### src/rtl/chtab_pkg.sv
// ----------------------------------------------------------------------------
// Chained hash table package
// Field widths, command codes and status codes shared by the table core
// and its bucket hash unit.
// ----------------------------------------------------------------------------
package chtab_pkg;

   // Field widths of the request and response beats.
   localparam int CMD_W       = 2;
   localparam int KEY_W       = 16;
   localparam int NAME_W      = 40;
   localparam int VALUE_W     = 32;
   localparam int STATUS_W    = 2;
   localparam int SLOT_OUT_W  = 5;
   localparam int COUNT_OUT_W = 6;

   typedef logic [CMD_W-1:0]    cmd_type;
   typedef logic [STATUS_W-1:0] status_type;

   // Command codes.
   localparam cmd_type CMD_INSERT = 2'd0;
   localparam cmd_type CMD_DELETE = 2'd1;
   localparam cmd_type CMD_SEARCH = 2'd2;

   // Status codes.
   localparam status_type STS_OK        = 2'd0;
   localparam status_type STS_NOT_FOUND = 2'd1;
   localparam status_type STS_DUPLICATE = 2'd2;
   localparam status_type STS_FULL      = 2'd3;

endpackage

### src/rtl/chtab_hash.sv
// ----------------------------------------------------------------------------
// Chained hash table bucket hash
// Computes key modulo BUCKETS by reciprocal multiplication on one shared
// multiplier: quotient, quotient times BUCKETS, then one subtract.
// ----------------------------------------------------------------------------
module chtab_hash #(
   parameter int BUCKETS = 31
) (
   input  logic                                  clock,
   input  logic                                  reset,
   input  logic                                  start,
   input  logic [chtab_pkg::KEY_W-1:0]           key,
   output logic                                  done,
   output logic [((BUCKETS > 1) ? $clog2(BUCKETS) : 1)-1:0] bucket
);

   localparam int KW    = chtab_pkg::KEY_W;
   localparam int CB    = $clog2(BUCKETS);
   localparam int BKT_W = (BUCKETS > 1) ? CB : 1;
   localparam int SHIFT = KW + CB;
   localparam int MW    = KW + 1;
   localparam int PW    = KW + MW;
   // Rounded-up reciprocal: the quotient is exact for every key of KW bits.
   localparam logic [MW-1:0] RECIP   = MW'(((1 << SHIFT) + BUCKETS - 1) / BUCKETS);
   localparam logic [MW-1:0] MODULUS = MW'(BUCKETS);

   // Step codes.
   localparam logic [1:0] PH_IDLE = 2'd0;
   localparam logic [1:0] PH_QUOT = 2'd1;
   localparam logic [1:0] PH_PROD = 2'd2;
   localparam logic [1:0] PH_SUB  = 2'd3;

   logic [1:0]       phase_ff, phase_in;
   logic [KW-1:0]    key_ff, key_in;
   logic [PW-1:0]    prod_ff, prod_in;
   logic [BKT_W-1:0] rem_ff, rem_in;
   logic [KW-1:0]    quot;
   logic [KW-1:0]    mul_a;
   logic [MW-1:0]    mul_b;
   logic [PW-1:0]    mul_p;

   assign quot = KW'(prod_ff >> SHIFT);

   // Shared multiplier: key times reciprocal, then quotient times modulus.
   always_comb begin
      if (phase_ff == PH_QUOT) begin
         mul_a = key_ff;
         mul_b = RECIP;
      end else begin
         mul_a = quot;
         mul_b = MODULUS;
      end
      mul_p = PW'(mul_a) * PW'(mul_b);
   end

   // Step sequencing.
   always_comb begin
      phase_in = phase_ff;
      key_in   = key_ff;
      prod_in  = prod_ff;
      rem_in   = rem_ff;
      case (phase_ff)
         PH_IDLE: begin
            if (start) begin
               key_in   = key;
               phase_in = PH_QUOT;
            end
         end
         PH_QUOT: begin
            prod_in  = mul_p;
            phase_in = PH_PROD;
         end
         PH_PROD: begin
            prod_in  = mul_p;
            phase_in = PH_SUB;
         end
         PH_SUB: begin
            rem_in   = BKT_W'(key_ff - prod_ff[KW-1:0]);
            phase_in = PH_IDLE;
         end
         default: begin
            phase_in = PH_IDLE;
         end
      endcase
   end

   always_ff @(posedge clock) begin
      if (reset) begin
         phase_ff <= PH_IDLE;
      end else begin
         phase_ff <= phase_in;
      end
      key_ff  <= key_in;
      prod_ff <= prod_in;
      rem_ff  <= rem_in;
   end

   // The remainder is valid from the cycle after done and holds until the
   // next start.
   assign done   = (phase_ff == PH_SUB);
   assign bucket = rem_ff;

endmodule

### src/rtl/chained_hash_table_core.sv
// ----------------------------------------------------------------------------
// Chained hash table core
// Keyed record store: each bucket heads a linked chain of slots in a fixed
// pool, free slots form a stack threaded through the link field. A request
// inserts, deletes or searches by key and yields one response beat.
//
//   Channel   Direction  Beat contents
//   req_*     in         command, key, rec_name, rec_value
//   rsp_*     out        status, slot, found_name, found_value, entry_count
//
// After reset a clearing pass empties the bucket heads and threads the free
// stack; req_ready stays low meanwhile. A request steps through the idle
// state, the modulo unit, a head read, a walk start, the link compares (up
// to ENTRIES), INS0 to INS2 for a new insert or DEL1 and DEL2 for a delete,
// and a response state. A full insert or the unused command goes from idle
// straight to the response. A held response beat stalls the core.
// ----------------------------------------------------------------------------
module chained_hash_table_core #(
   parameter int BUCKETS = 31,
   parameter int ENTRIES = 32
) (
   input  logic                                      clock,
   input  logic                                      reset,
   input  logic                                      req_valid,
   output logic                                      req_ready,
   input  logic [chtab_pkg::CMD_W-1:0]               req_command,
   input  logic [chtab_pkg::KEY_W-1:0]               req_key,
   input  logic [chtab_pkg::NAME_W-1:0]              req_rec_name,
   input  logic signed [chtab_pkg::VALUE_W-1:0]      req_rec_value,
   output logic                                      rsp_valid,
   input  logic                                      rsp_ready,
   output logic [chtab_pkg::STATUS_W-1:0]            rsp_status,
   output logic [chtab_pkg::SLOT_OUT_W-1:0]          rsp_slot,
   output logic [chtab_pkg::NAME_W-1:0]              rsp_found_name,
   output logic signed [chtab_pkg::VALUE_W-1:0]      rsp_found_value,
   output logic [chtab_pkg::COUNT_OUT_W-1:0]         rsp_entry_count
);

   localparam int SLOT_W = $clog2(ENTRIES + 1);
   localparam int IDX_W  = $clog2(ENTRIES);
   localparam int CB     = $clog2(BUCKETS);
   localparam int BKT_W  = (BUCKETS > 1) ? CB : 1;
   localparam int CLR_N  = (BUCKETS > ENTRIES) ? BUCKETS : ENTRIES;
   localparam int CLR_W  = $clog2(CLR_N);
   localparam logic [SLOT_W-1:0] END_MARK = SLOT_W'(ENTRIES);

   // Sequencer state codes.
   localparam logic [3:0] ST_CLEAR = 4'd0;
   localparam logic [3:0] ST_IDLE  = 4'd1;
   localparam logic [3:0] ST_HASH  = 4'd2;
   localparam logic [3:0] ST_HEAD  = 4'd3;
   localparam logic [3:0] ST_START = 4'd4;
   localparam logic [3:0] ST_WALK  = 4'd5;
   localparam logic [3:0] ST_INS0  = 4'd6;
   localparam logic [3:0] ST_INS1  = 4'd7;
   localparam logic [3:0] ST_INS2  = 4'd8;
   localparam logic [3:0] ST_DEL1  = 4'd9;
   localparam logic [3:0] ST_DEL2  = 4'd10;
   localparam logic [3:0] ST_RESP  = 4'd11;

   // Bucket heads and the entry pool.
   logic [SLOT_W-1:0]                    head_mem  [BUCKETS];
   logic [chtab_pkg::KEY_W-1:0]          key_mem   [ENTRIES];
   logic [chtab_pkg::NAME_W-1:0]         name_mem  [ENTRIES];
   logic [chtab_pkg::VALUE_W-1:0]        value_mem [ENTRIES];
   logic [SLOT_W-1:0]                    link_mem  [ENTRIES];

   logic [3:0]                           state_ff, state_in;
   logic [CLR_W-1:0]                     clr_ff, clr_in;
   logic [chtab_pkg::CMD_W-1:0]          cmd_ff;
   logic [chtab_pkg::KEY_W-1:0]          key_ff;
   logic [chtab_pkg::NAME_W-1:0]         name_ff;
   logic [chtab_pkg::VALUE_W-1:0]        value_ff;
   logic [SLOT_W-1:0]                    cur_ff, cur_in;
   logic [SLOT_W-1:0]                    prev_ff, prev_in;
   logic [SLOT_W-1:0]                    steps_ff, steps_in;
   logic [SLOT_W-1:0]                    dlink_ff, dlink_in;
   logic [SLOT_W-1:0]                    free_top_ff, free_top_in;
   logic [SLOT_W-1:0]                    occ_ff, occ_in;
   logic [chtab_pkg::STATUS_W-1:0]       res_status_ff, res_status_in;
   logic [SLOT_W-1:0]                    res_slot_ff, res_slot_in;
   logic                                 res_hit_ff, res_hit_in;
   logic                                 rsp_valid_ff, rsp_valid_in;
   logic                                 rsp_load;
   logic [chtab_pkg::STATUS_W-1:0]       rsp_status_ff;
   logic [chtab_pkg::SLOT_OUT_W-1:0]     rsp_slot_ff;
   logic [chtab_pkg::NAME_W-1:0]         rsp_name_ff;
   logic [chtab_pkg::VALUE_W-1:0]        rsp_value_ff;
   logic [chtab_pkg::COUNT_OUT_W-1:0]    rsp_count_ff;

   logic                                 req_accept;
   logic                                 hash_start;
   logic                                 hash_done;
   logic [BKT_W-1:0]                     bucket;

   // Pool read port, registered data.
   logic                                 rd_en;
   logic [IDX_W-1:0]                     rd_addr;
   logic [chtab_pkg::KEY_W-1:0]          key_q;
   logic [chtab_pkg::NAME_W-1:0]         name_q;
   logic [chtab_pkg::VALUE_W-1:0]        value_q;
   logic [SLOT_W-1:0]                    link_q;
   logic                                 head_re;
   logic [SLOT_W-1:0]                    head_q;

   // Write ports.
   logic                                 ent_we;
   logic                                 link_we;
   logic [IDX_W-1:0]                     link_wa;
   logic [SLOT_W-1:0]                    link_wd;
   logic                                 head_we;
   logic [BKT_W-1:0]                     head_wa;
   logic [SLOT_W-1:0]                    head_wd;

   logic                                 walk_hit;
   logic                                 walk_miss;
   logic [SLOT_W-1:0]                    steps_next;

   assign req_ready  = (state_ff == ST_IDLE);
   assign req_accept = req_valid && req_ready;
   assign steps_next = steps_ff + SLOT_W'(1);

   // Key modulo BUCKETS.
   chtab_hash #(
      .BUCKETS (BUCKETS)
   ) u_hash (
      .clock  (clock),
      .reset  (reset),
      .start  (hash_start),
      .key    (req_key),
      .done   (hash_done),
      .bucket (bucket)
   );

   // Sequencer.
   always_comb begin
      state_in      = state_ff;
      clr_in        = clr_ff;
      cur_in        = cur_ff;
      prev_in       = prev_ff;
      steps_in      = steps_ff;
      dlink_in      = dlink_ff;
      free_top_in   = free_top_ff;
      occ_in        = occ_ff;
      res_status_in = res_status_ff;
      res_slot_in   = res_slot_ff;
      res_hit_in    = res_hit_ff;
      hash_start    = 1'b0;
      rd_en         = 1'b0;
      rd_addr       = free_top_ff[IDX_W-1:0];
      head_re       = 1'b0;
      ent_we        = 1'b0;
      link_we       = 1'b0;
      link_wa       = prev_ff[IDX_W-1:0];
      link_wd       = res_slot_ff;
      head_we       = 1'b0;
      head_wa       = bucket;
      head_wd       = res_slot_ff;
      walk_hit      = 1'b0;
      walk_miss     = 1'b0;
      rsp_load      = 1'b0;

      case (state_ff)
         ST_CLEAR: begin
            // Empty every bucket and thread slot i to slot i+1.
            if ({1'b0, clr_ff} < (CLR_W + 1)'(BUCKETS)) begin
               head_we = 1'b1;
               head_wa = clr_ff[BKT_W-1:0];
               head_wd = END_MARK;
            end
            if ({1'b0, clr_ff} < (CLR_W + 1)'(ENTRIES)) begin
               link_we = 1'b1;
               link_wa = clr_ff[IDX_W-1:0];
               link_wd = SLOT_W'(clr_ff) + SLOT_W'(1);
            end
            if (clr_ff == CLR_W'(CLR_N - 1)) begin
               state_in = ST_IDLE;
            end else begin
               clr_in = clr_ff + CLR_W'(1);
            end
         end
         ST_IDLE: begin
            if (req_valid) begin
               res_slot_in = '0;
               res_hit_in  = 1'b0;
               if ((req_command == chtab_pkg::CMD_INSERT) &&
                   ((occ_ff >= END_MARK) || (free_top_ff >= END_MARK))) begin
                  res_status_in = chtab_pkg::STS_FULL;
                  state_in      = ST_RESP;
               end else if ((req_command == chtab_pkg::CMD_INSERT) ||
                            (req_command == chtab_pkg::CMD_DELETE) ||
                            (req_command == chtab_pkg::CMD_SEARCH)) begin
                  state_in = ST_HASH;
               end else begin
                  res_status_in = chtab_pkg::STS_NOT_FOUND;
                  state_in      = ST_RESP;
               end
            end
         end
         ST_HASH: begin
            // The hash unit took the key at acceptance; wait for its remainder.
            if (hash_done) begin
               state_in = ST_HEAD;
            end
         end
         ST_HEAD: begin
            head_re  = 1'b1;
            state_in = ST_START;
         end
         ST_START: begin
            cur_in   = head_q;
            prev_in  = END_MARK;
            steps_in = '0;
            if (head_q < END_MARK) begin
               rd_en    = 1'b1;
               rd_addr  = head_q[IDX_W-1:0];
               state_in = ST_WALK;
            end else begin
               walk_miss = 1'b1;
            end
         end
         ST_WALK: begin
            // One link per cycle: compare the slot just read, fetch the next.
            if (key_q == key_ff) begin
               walk_hit = 1'b1;
            end else begin
               prev_in  = cur_ff;
               steps_in = steps_next;
               if ((link_q < END_MARK) && (steps_next < END_MARK)) begin
                  cur_in  = link_q;
                  rd_en   = 1'b1;
                  rd_addr = link_q[IDX_W-1:0];
               end else begin
                  walk_miss = 1'b1;
               end
            end
         end
         ST_INS0: begin
            rd_en    = 1'b1;
            rd_addr  = free_top_ff[IDX_W-1:0];
            state_in = ST_INS1;
         end
         ST_INS1: begin
            // Pop the free stack and write the new entry as a chain tail.
            free_top_in = link_q;
            res_slot_in = free_top_ff;
            ent_we      = 1'b1;
            link_we     = 1'b1;
            link_wa     = free_top_ff[IDX_W-1:0];
            link_wd     = END_MARK;
            state_in    = ST_INS2;
         end
         ST_INS2: begin
            if (prev_ff < END_MARK) begin
               link_we = 1'b1;
            end else begin
               head_we = 1'b1;
            end
            occ_in        = occ_ff + SLOT_W'(1);
            res_status_in = chtab_pkg::STS_OK;
            state_in      = ST_RESP;
         end
         ST_DEL1: begin
            // Bridge the chain around the deleted slot.
            link_wd = dlink_ff;
            head_wd = dlink_ff;
            if (prev_ff < END_MARK) begin
               link_we = 1'b1;
            end else begin
               head_we = 1'b1;
            end
            state_in = ST_DEL2;
         end
         ST_DEL2: begin
            // Push the freed slot onto the free stack.
            link_we     = 1'b1;
            link_wa     = cur_ff[IDX_W-1:0];
            link_wd     = free_top_ff;
            free_top_in = cur_ff;
            if (occ_ff != '0) begin
               occ_in = occ_ff - SLOT_W'(1);
            end
            res_status_in = chtab_pkg::STS_OK;
            res_slot_in   = cur_ff;
            state_in      = ST_RESP;
         end
         ST_RESP: begin
            if (!rsp_valid_ff || rsp_ready) begin
               rsp_load = 1'b1;
               state_in = ST_IDLE;
            end
         end
         default: begin
            state_in = ST_IDLE;
         end
      endcase

      // End of a chain without a match.
      if (walk_miss) begin
         if (cmd_ff == chtab_pkg::CMD_INSERT) begin
            state_in = ST_INS0;
         end else begin
            res_status_in = chtab_pkg::STS_NOT_FOUND;
            res_slot_in   = '0;
            state_in      = ST_RESP;
         end
      end

      // Key found at the current slot.
      if (walk_hit) begin
         res_slot_in = cur_ff;
         case (cmd_ff)
            chtab_pkg::CMD_INSERT: begin
               res_status_in = chtab_pkg::STS_DUPLICATE;
               state_in      = ST_RESP;
            end
            chtab_pkg::CMD_DELETE: begin
               dlink_in = link_q;
               state_in = ST_DEL1;
            end
            default: begin
               res_status_in = chtab_pkg::STS_OK;
               res_hit_in    = 1'b1;
               state_in      = ST_RESP;
            end
         endcase
      end

      hash_start = req_accept && (state_in == ST_HASH);
   end

   // Response register: a finished beat waits here for rsp_ready.
   always_comb begin
      if (rsp_load) begin
         rsp_valid_in = 1'b1;
      end else if (rsp_ready) begin
         rsp_valid_in = 1'b0;
      end else begin
         rsp_valid_in = rsp_valid_ff;
      end
   end

   // Control registers.
   always_ff @(posedge clock) begin
      if (reset) begin
         state_ff     <= ST_CLEAR;
         clr_ff       <= '0;
         free_top_ff  <= '0;
         occ_ff       <= '0;
         rsp_valid_ff <= 1'b0;
      end else begin
         state_ff     <= state_in;
         clr_ff       <= clr_in;
         free_top_ff  <= free_top_in;
         occ_ff       <= occ_in;
         rsp_valid_ff <= rsp_valid_in;
      end
   end

   // Working registers of the current request.
   always_ff @(posedge clock) begin
      if (req_accept) begin
         cmd_ff   <= req_command;
         key_ff   <= req_key;
         name_ff  <= req_rec_name;
         value_ff <= req_rec_value;
      end
      cur_ff        <= cur_in;
      prev_ff       <= prev_in;
      steps_ff      <= steps_in;
      dlink_ff      <= dlink_in;
      res_status_ff <= res_status_in;
      res_slot_ff   <= res_slot_in;
      res_hit_ff    <= res_hit_in;
   end

   // Response payload.
   always_ff @(posedge clock) begin
      if (rsp_load) begin
         rsp_status_ff <= res_status_ff;
         rsp_slot_ff   <= chtab_pkg::SLOT_OUT_W'(res_slot_ff);
         rsp_name_ff   <= res_hit_ff ? name_q : '0;
         rsp_value_ff  <= res_hit_ff ? value_q : '0;
         rsp_count_ff  <= chtab_pkg::COUNT_OUT_W'(occ_ff);
      end
   end

   // Bucket head memory.
   always_ff @(posedge clock) begin
      if (head_we) begin
         head_mem[head_wa] <= head_wd;
      end
      if (head_re) begin
         head_q <= head_mem[bucket];
      end
   end

   // Entry pool memories.
   always_ff @(posedge clock) begin
      if (ent_we) begin
         key_mem[free_top_ff[IDX_W-1:0]]   <= key_ff;
         name_mem[free_top_ff[IDX_W-1:0]]  <= name_ff;
         value_mem[free_top_ff[IDX_W-1:0]] <= value_ff;
      end
      if (link_we) begin
         link_mem[link_wa] <= link_wd;
      end
      if (rd_en) begin
         key_q   <= key_mem[rd_addr];
         name_q  <= name_mem[rd_addr];
         value_q <= value_mem[rd_addr];
         link_q  <= link_mem[rd_addr];
      end
   end

   assign rsp_valid       = rsp_valid_ff;
   assign rsp_status      = rsp_status_ff;
   assign rsp_slot        = rsp_slot_ff;
   assign rsp_found_name  = rsp_name_ff;
   assign rsp_found_value = rsp_value_ff;
   assign rsp_entry_count = rsp_count_ff;

endmodule

### config.mk
export PLATFORM = sky130hd
export DESIGN_NAME = chained_hash_table_core
export DESIGN_NICKNAME = d
export VERILOG_FILES = /design/src/rtl/chtab_pkg.sv /design/src/rtl/chtab_hash.sv /design/src/rtl/chained_hash_table_core.sv
export SDC_FILE = /design/constraint.sdc
export NUM_CORES = 2
export LEC_CHECK = 0
export BUFFER_PORTS_ARGS = -buffer_cell sky130_fd_sc_hd__buf_2
export CAP_MARGIN = 20
export CORE_ASPECT_RATIO = 0.9
export CORE_UTILIZATION = 42
export CTS_CLUSTER_SIZE = 8
export DETAILED_ROUTE_END_ITERATION = 12
export SYNTH_ARGS = -nofsm -noshare
export SYNTH_HDL_FRONTEND = slang
export SYNTH_SLANG_ARGS = --single-unit
export TNS_END_PERCENT = 30
### constraint.sdc
create_clock -name clock -period 10.7 [get_ports clock]
set_clock_uncertainty 0.2 [all_clocks]
set_input_delay 3.21 -clock clock [delete_from_list [all_inputs] [get_ports clock]]
set_output_delay 3.21 -clock clock [all_outputs]
set_load 0.1 [all_outputs]
==> flow_summary.json <==
{
  "timing.final.crit_period_ns": 7.56,
  "cp-start-kind": "register",
  "synth_cell_types": 74,
  "cts.path.max_buffers": 4,
  "gp_congestion": 0.823,
  "synth_area_leader_cell": "edfxtp_1",
  "path_clk_slew_ns": 0.05,
  "start_util_pct": 42.2,
  "hold_slack_ns": 0.241,
  "dr.pass1.iters": 8,
  "post_cts_resized": 0,
  "ctsHoldBuffers": 0,
  "post_cts_buffers": 0,
  "drt_iter0_markers": 9958,
  "synth_top_area_share_pct": 75.3,
  "root_buffer": "clkbuf_16",
  "critical-path-max-stage-delay_ns": 0.63,
  "synthTopCellsByArea": "edfxtp_1 75%, nand2_1 4.9%, mux2i_1 4.2%, nand3_1 1.4%, a21oi_1 1.3%",
  "io_pins": 181,
  "yosys_warnings": 0,
  "drtAntennaViolNets": 0,
  "clock-sinks": 3564,
  "grt-ovfl-total": 0,
  "slew_viol_final": 0,
  "power_per_cell_area_nw_per_um2": 224,
  "port_buffers": 180,
  "fin_crit_sh_pct": 70.7,
  "first_global_vias": 81153,
  "antenna_found_initial": 18,
  "setup_viol": 0,
  "tightest_slew_ns": 1.17,
  "nets": 9819,
  "die_w_um": 612,
  "wl_per_cell_um": 28.9,
  "layout-drive-gt1-share_pct": 11.5,
  "drcViolationCount": 0,
  "async_flop_share_pct": 0,
  "synthFlopType": "edfxtp_1",
  "htreeDepth": 6,
  "grt_first_pass_wirelength_um": 576000,
  "num_vias": 82784,
  "cp_top_family": "adder cells",
  "synth-seq-area-share_pct": 75.8,
  "syn_inst": 9158,
  "p_leak_uw": 0.0566,
  "crit_buf_inv": 1,
  "wirelength_um": 407000,
  "vias_per_cell": 5.88,
  "max_freq_ghz": 0.132,
  "relSlewSlack_pct": 21.4,
  "hold_path_class": "reg2reg",
  "cp.required_ns": 11.27,
  "ys_ff_latch": 3564,
  "outcome": "completed",
  "cts_buffers": 518,
  "track_usage_pct": 23.7,
  "vdd_ir_drop_max_mv": 0.317,
  "die_area_sq_um": 337000,
  "hold_violations": 0,
  "die_y_um": 551,
  "syn_to_final_growth_pct": 14.6,
  "critPathKind": "reg2reg",
  "core_sq_um": 333000,
  "hpwlAfterDp_um": 195000,
  "maxCapViolations": 0,
  "clkLatencyLatePin_ns": 1.02,
  "critPathArrivalTime_ns": 8.13,
  "cts_tree": "done",
  "synth_edf_count": 3531,
  "synth_area_sq_um": 141000,
  "grt_max_degree": 168,
  "crit_chain": "inv_1, ha_1, and2_1, and2_1, ha_1, a31o_2, fa_1, fa_1, fa_1, fa_1, ha_1, ha_1, a2111oi_0, o21ai_0, a211oi_1, nor3_1, o41ai_2, o21ai_0, nor3_1, o21bai_1, a21o_1, a31o_2",
  "syn_area_per_cell_sq_um": 15.4,
  "crit_slowest_cell": "ha_1",
  "worstSetupEndpointType": "register",
  "crit_fanout": 20,
  "num_rows": 201,
  "rsz0062_at_grt": "no",
  "setup_tns_ns": 0
}
==> cell families after synthesis <==
logic type / share of synthesized area (%)
DFF: 75.8
and+or+nand+nor: 8.88
AOI/OAI and AO/OA: 5.18
muxes: 5.49
buffers and inverters: 2.16
adders and majority gates: 2.17
xor gates and xnor gates: 0.311
other: 0.00266
==> layer usage <==
metal | share of wire (%) | GRT usage (%) | vias to the layer above
met1 | 41 | 33.1 | 42441
met2 | 46 | 37.2 | 4169
met3 | 9.3 | 4.49 | 739
li1 | - | - | 35435
met5 | 0 | 0 | -
met4 | 3.5 | 8.26 | 0
==> worst paths after layout <==
check | to | cells past startpoint | from | slack, ns
max | u_hash.prod_ff[32] | 22 | u_hash.phase_ff[1] | 3.14
min | rsp_status[1] | 0 | res_status_ff[1] | 0.24
max reg2reg | u_hash.prod_ff[32] | 22 | u_hash.phase_ff[1] | 3.14
min reg2reg | rsp_status[1] | 0 | res_status_ff[1] | 0.24
==> layout make-up <==
class | instances | area (sq um)
Timing Repair Buffer | 351 | 2690
Tap cell | 4466 | 5590
Antenna cell | 3 | 7.51
Clock inverter | 54 | 976
Clock buffer | 561 | 13300
Inverter | 134 | 508
Fill cell | 27687 | 172000
Sequential cell | 3564 | 107000
Multi-Input combinational cell | 4950 | 31500
==> power by group <==
| part | internal [uW] | leakage (uW) | total, uW | switching [uW] |
|---|---|---|---|---|
| Combinational | 1790 | 0.0177 | 4870 | 3080 |
| Sequential | 16300 | 0.0319 | 16700 | 415 |
| Clock | 8820 | 0.00696 | 14600 | 5810 |
==> synth_stat cells, types with 18 or more instances <==
master / count
and3_1: 33
xnor2_1: 39
o32ai_1: 18
buf_2: 215
a21oi_1: 366
buf_1: 29
mux2_2: 25
nand4_1: 29
a221oi_1: 24
edfxtp_1: 3531
nor4_1: 216
mux4_2: 65
a31oi_1: 161
nor2_1: 173
dfxtp_1: 33
o21ai_0: 51
fa_1: 63
clkbuf_1: 193
mux2i_1: 597
buf_4: 61
a22oi_1: 20
ha_1: 143
o22ai_1: 215
nand3_1: 391
nor3_1: 36
inv_1: 134
a32oi_1: 172
nand2_1: 1827
and2_1: 97
==> metrics by stage <==
step | cell area [sq um] | power, uW | std cells | worst slack (ns) | utilization [%]
6_report | 161000 | 36200 | 14083 | 3.14 | 48.4
5_1_grt | 161000 | 37700 | 14081 | 2.72 | 48.4
4_1_cts | 161000 | 36400 | 14077 | 3.12 | 48.4
3_5_place_dp | 147000 | 21800 | 13462 | 3.09 | 44.1
3_3_place_gp | 147000 | 21800 | 13459 | 3.15 | 44.1
2_1_floorplan | 141000 | 20000 | 9162 | 0.805 | -
==> flip-flops by register name, summed over array words and instances, names as in the netlist, 17 cells and up <==
name	flops
head_mem	186
key_mem	512
link_mem	192
name_ff	40
name_mem	1280
name_q	40
rsp_found_name	40
rsp_found_value	32
u_hash.prod_ff	17
value_ff	32
value_mem	1024
value_q	32
==> worst reg2reg max path: cells and delay by family (launching register included) <==
family                   cells  cell delay [ns]
AND/OR/NAND/NOR              4             1.03
buffers and inverters        1             0.14
adder cells (fa/ha/maj)      8             3.40
flip-flops                   1             0.34
AO/OA/AOI/OAI                9             2.24
==> cell usage in the layout (no fill, tap or decap), types with 39 or more instances in the layout <==
cell type / instances
nor4_1: 216
and2_1: 96
edfxtp_1: 3531
o21ai_0: 50
clkbuf_16: 528
nand3_1: 391
xnor2_1: 39
o22ai_1: 214
nor2_1: 140
nand2_1: 1822
buf_2: 180
ha_1: 143
a31oi_1: 158
mux2i_1: 597
a32oi_1: 172
inv_1: 133
fa_1: 63
a21oi_1: 363
buf_4: 132
mux4_2: 65
Note: power is estimated with default switching activity, not from simulation.
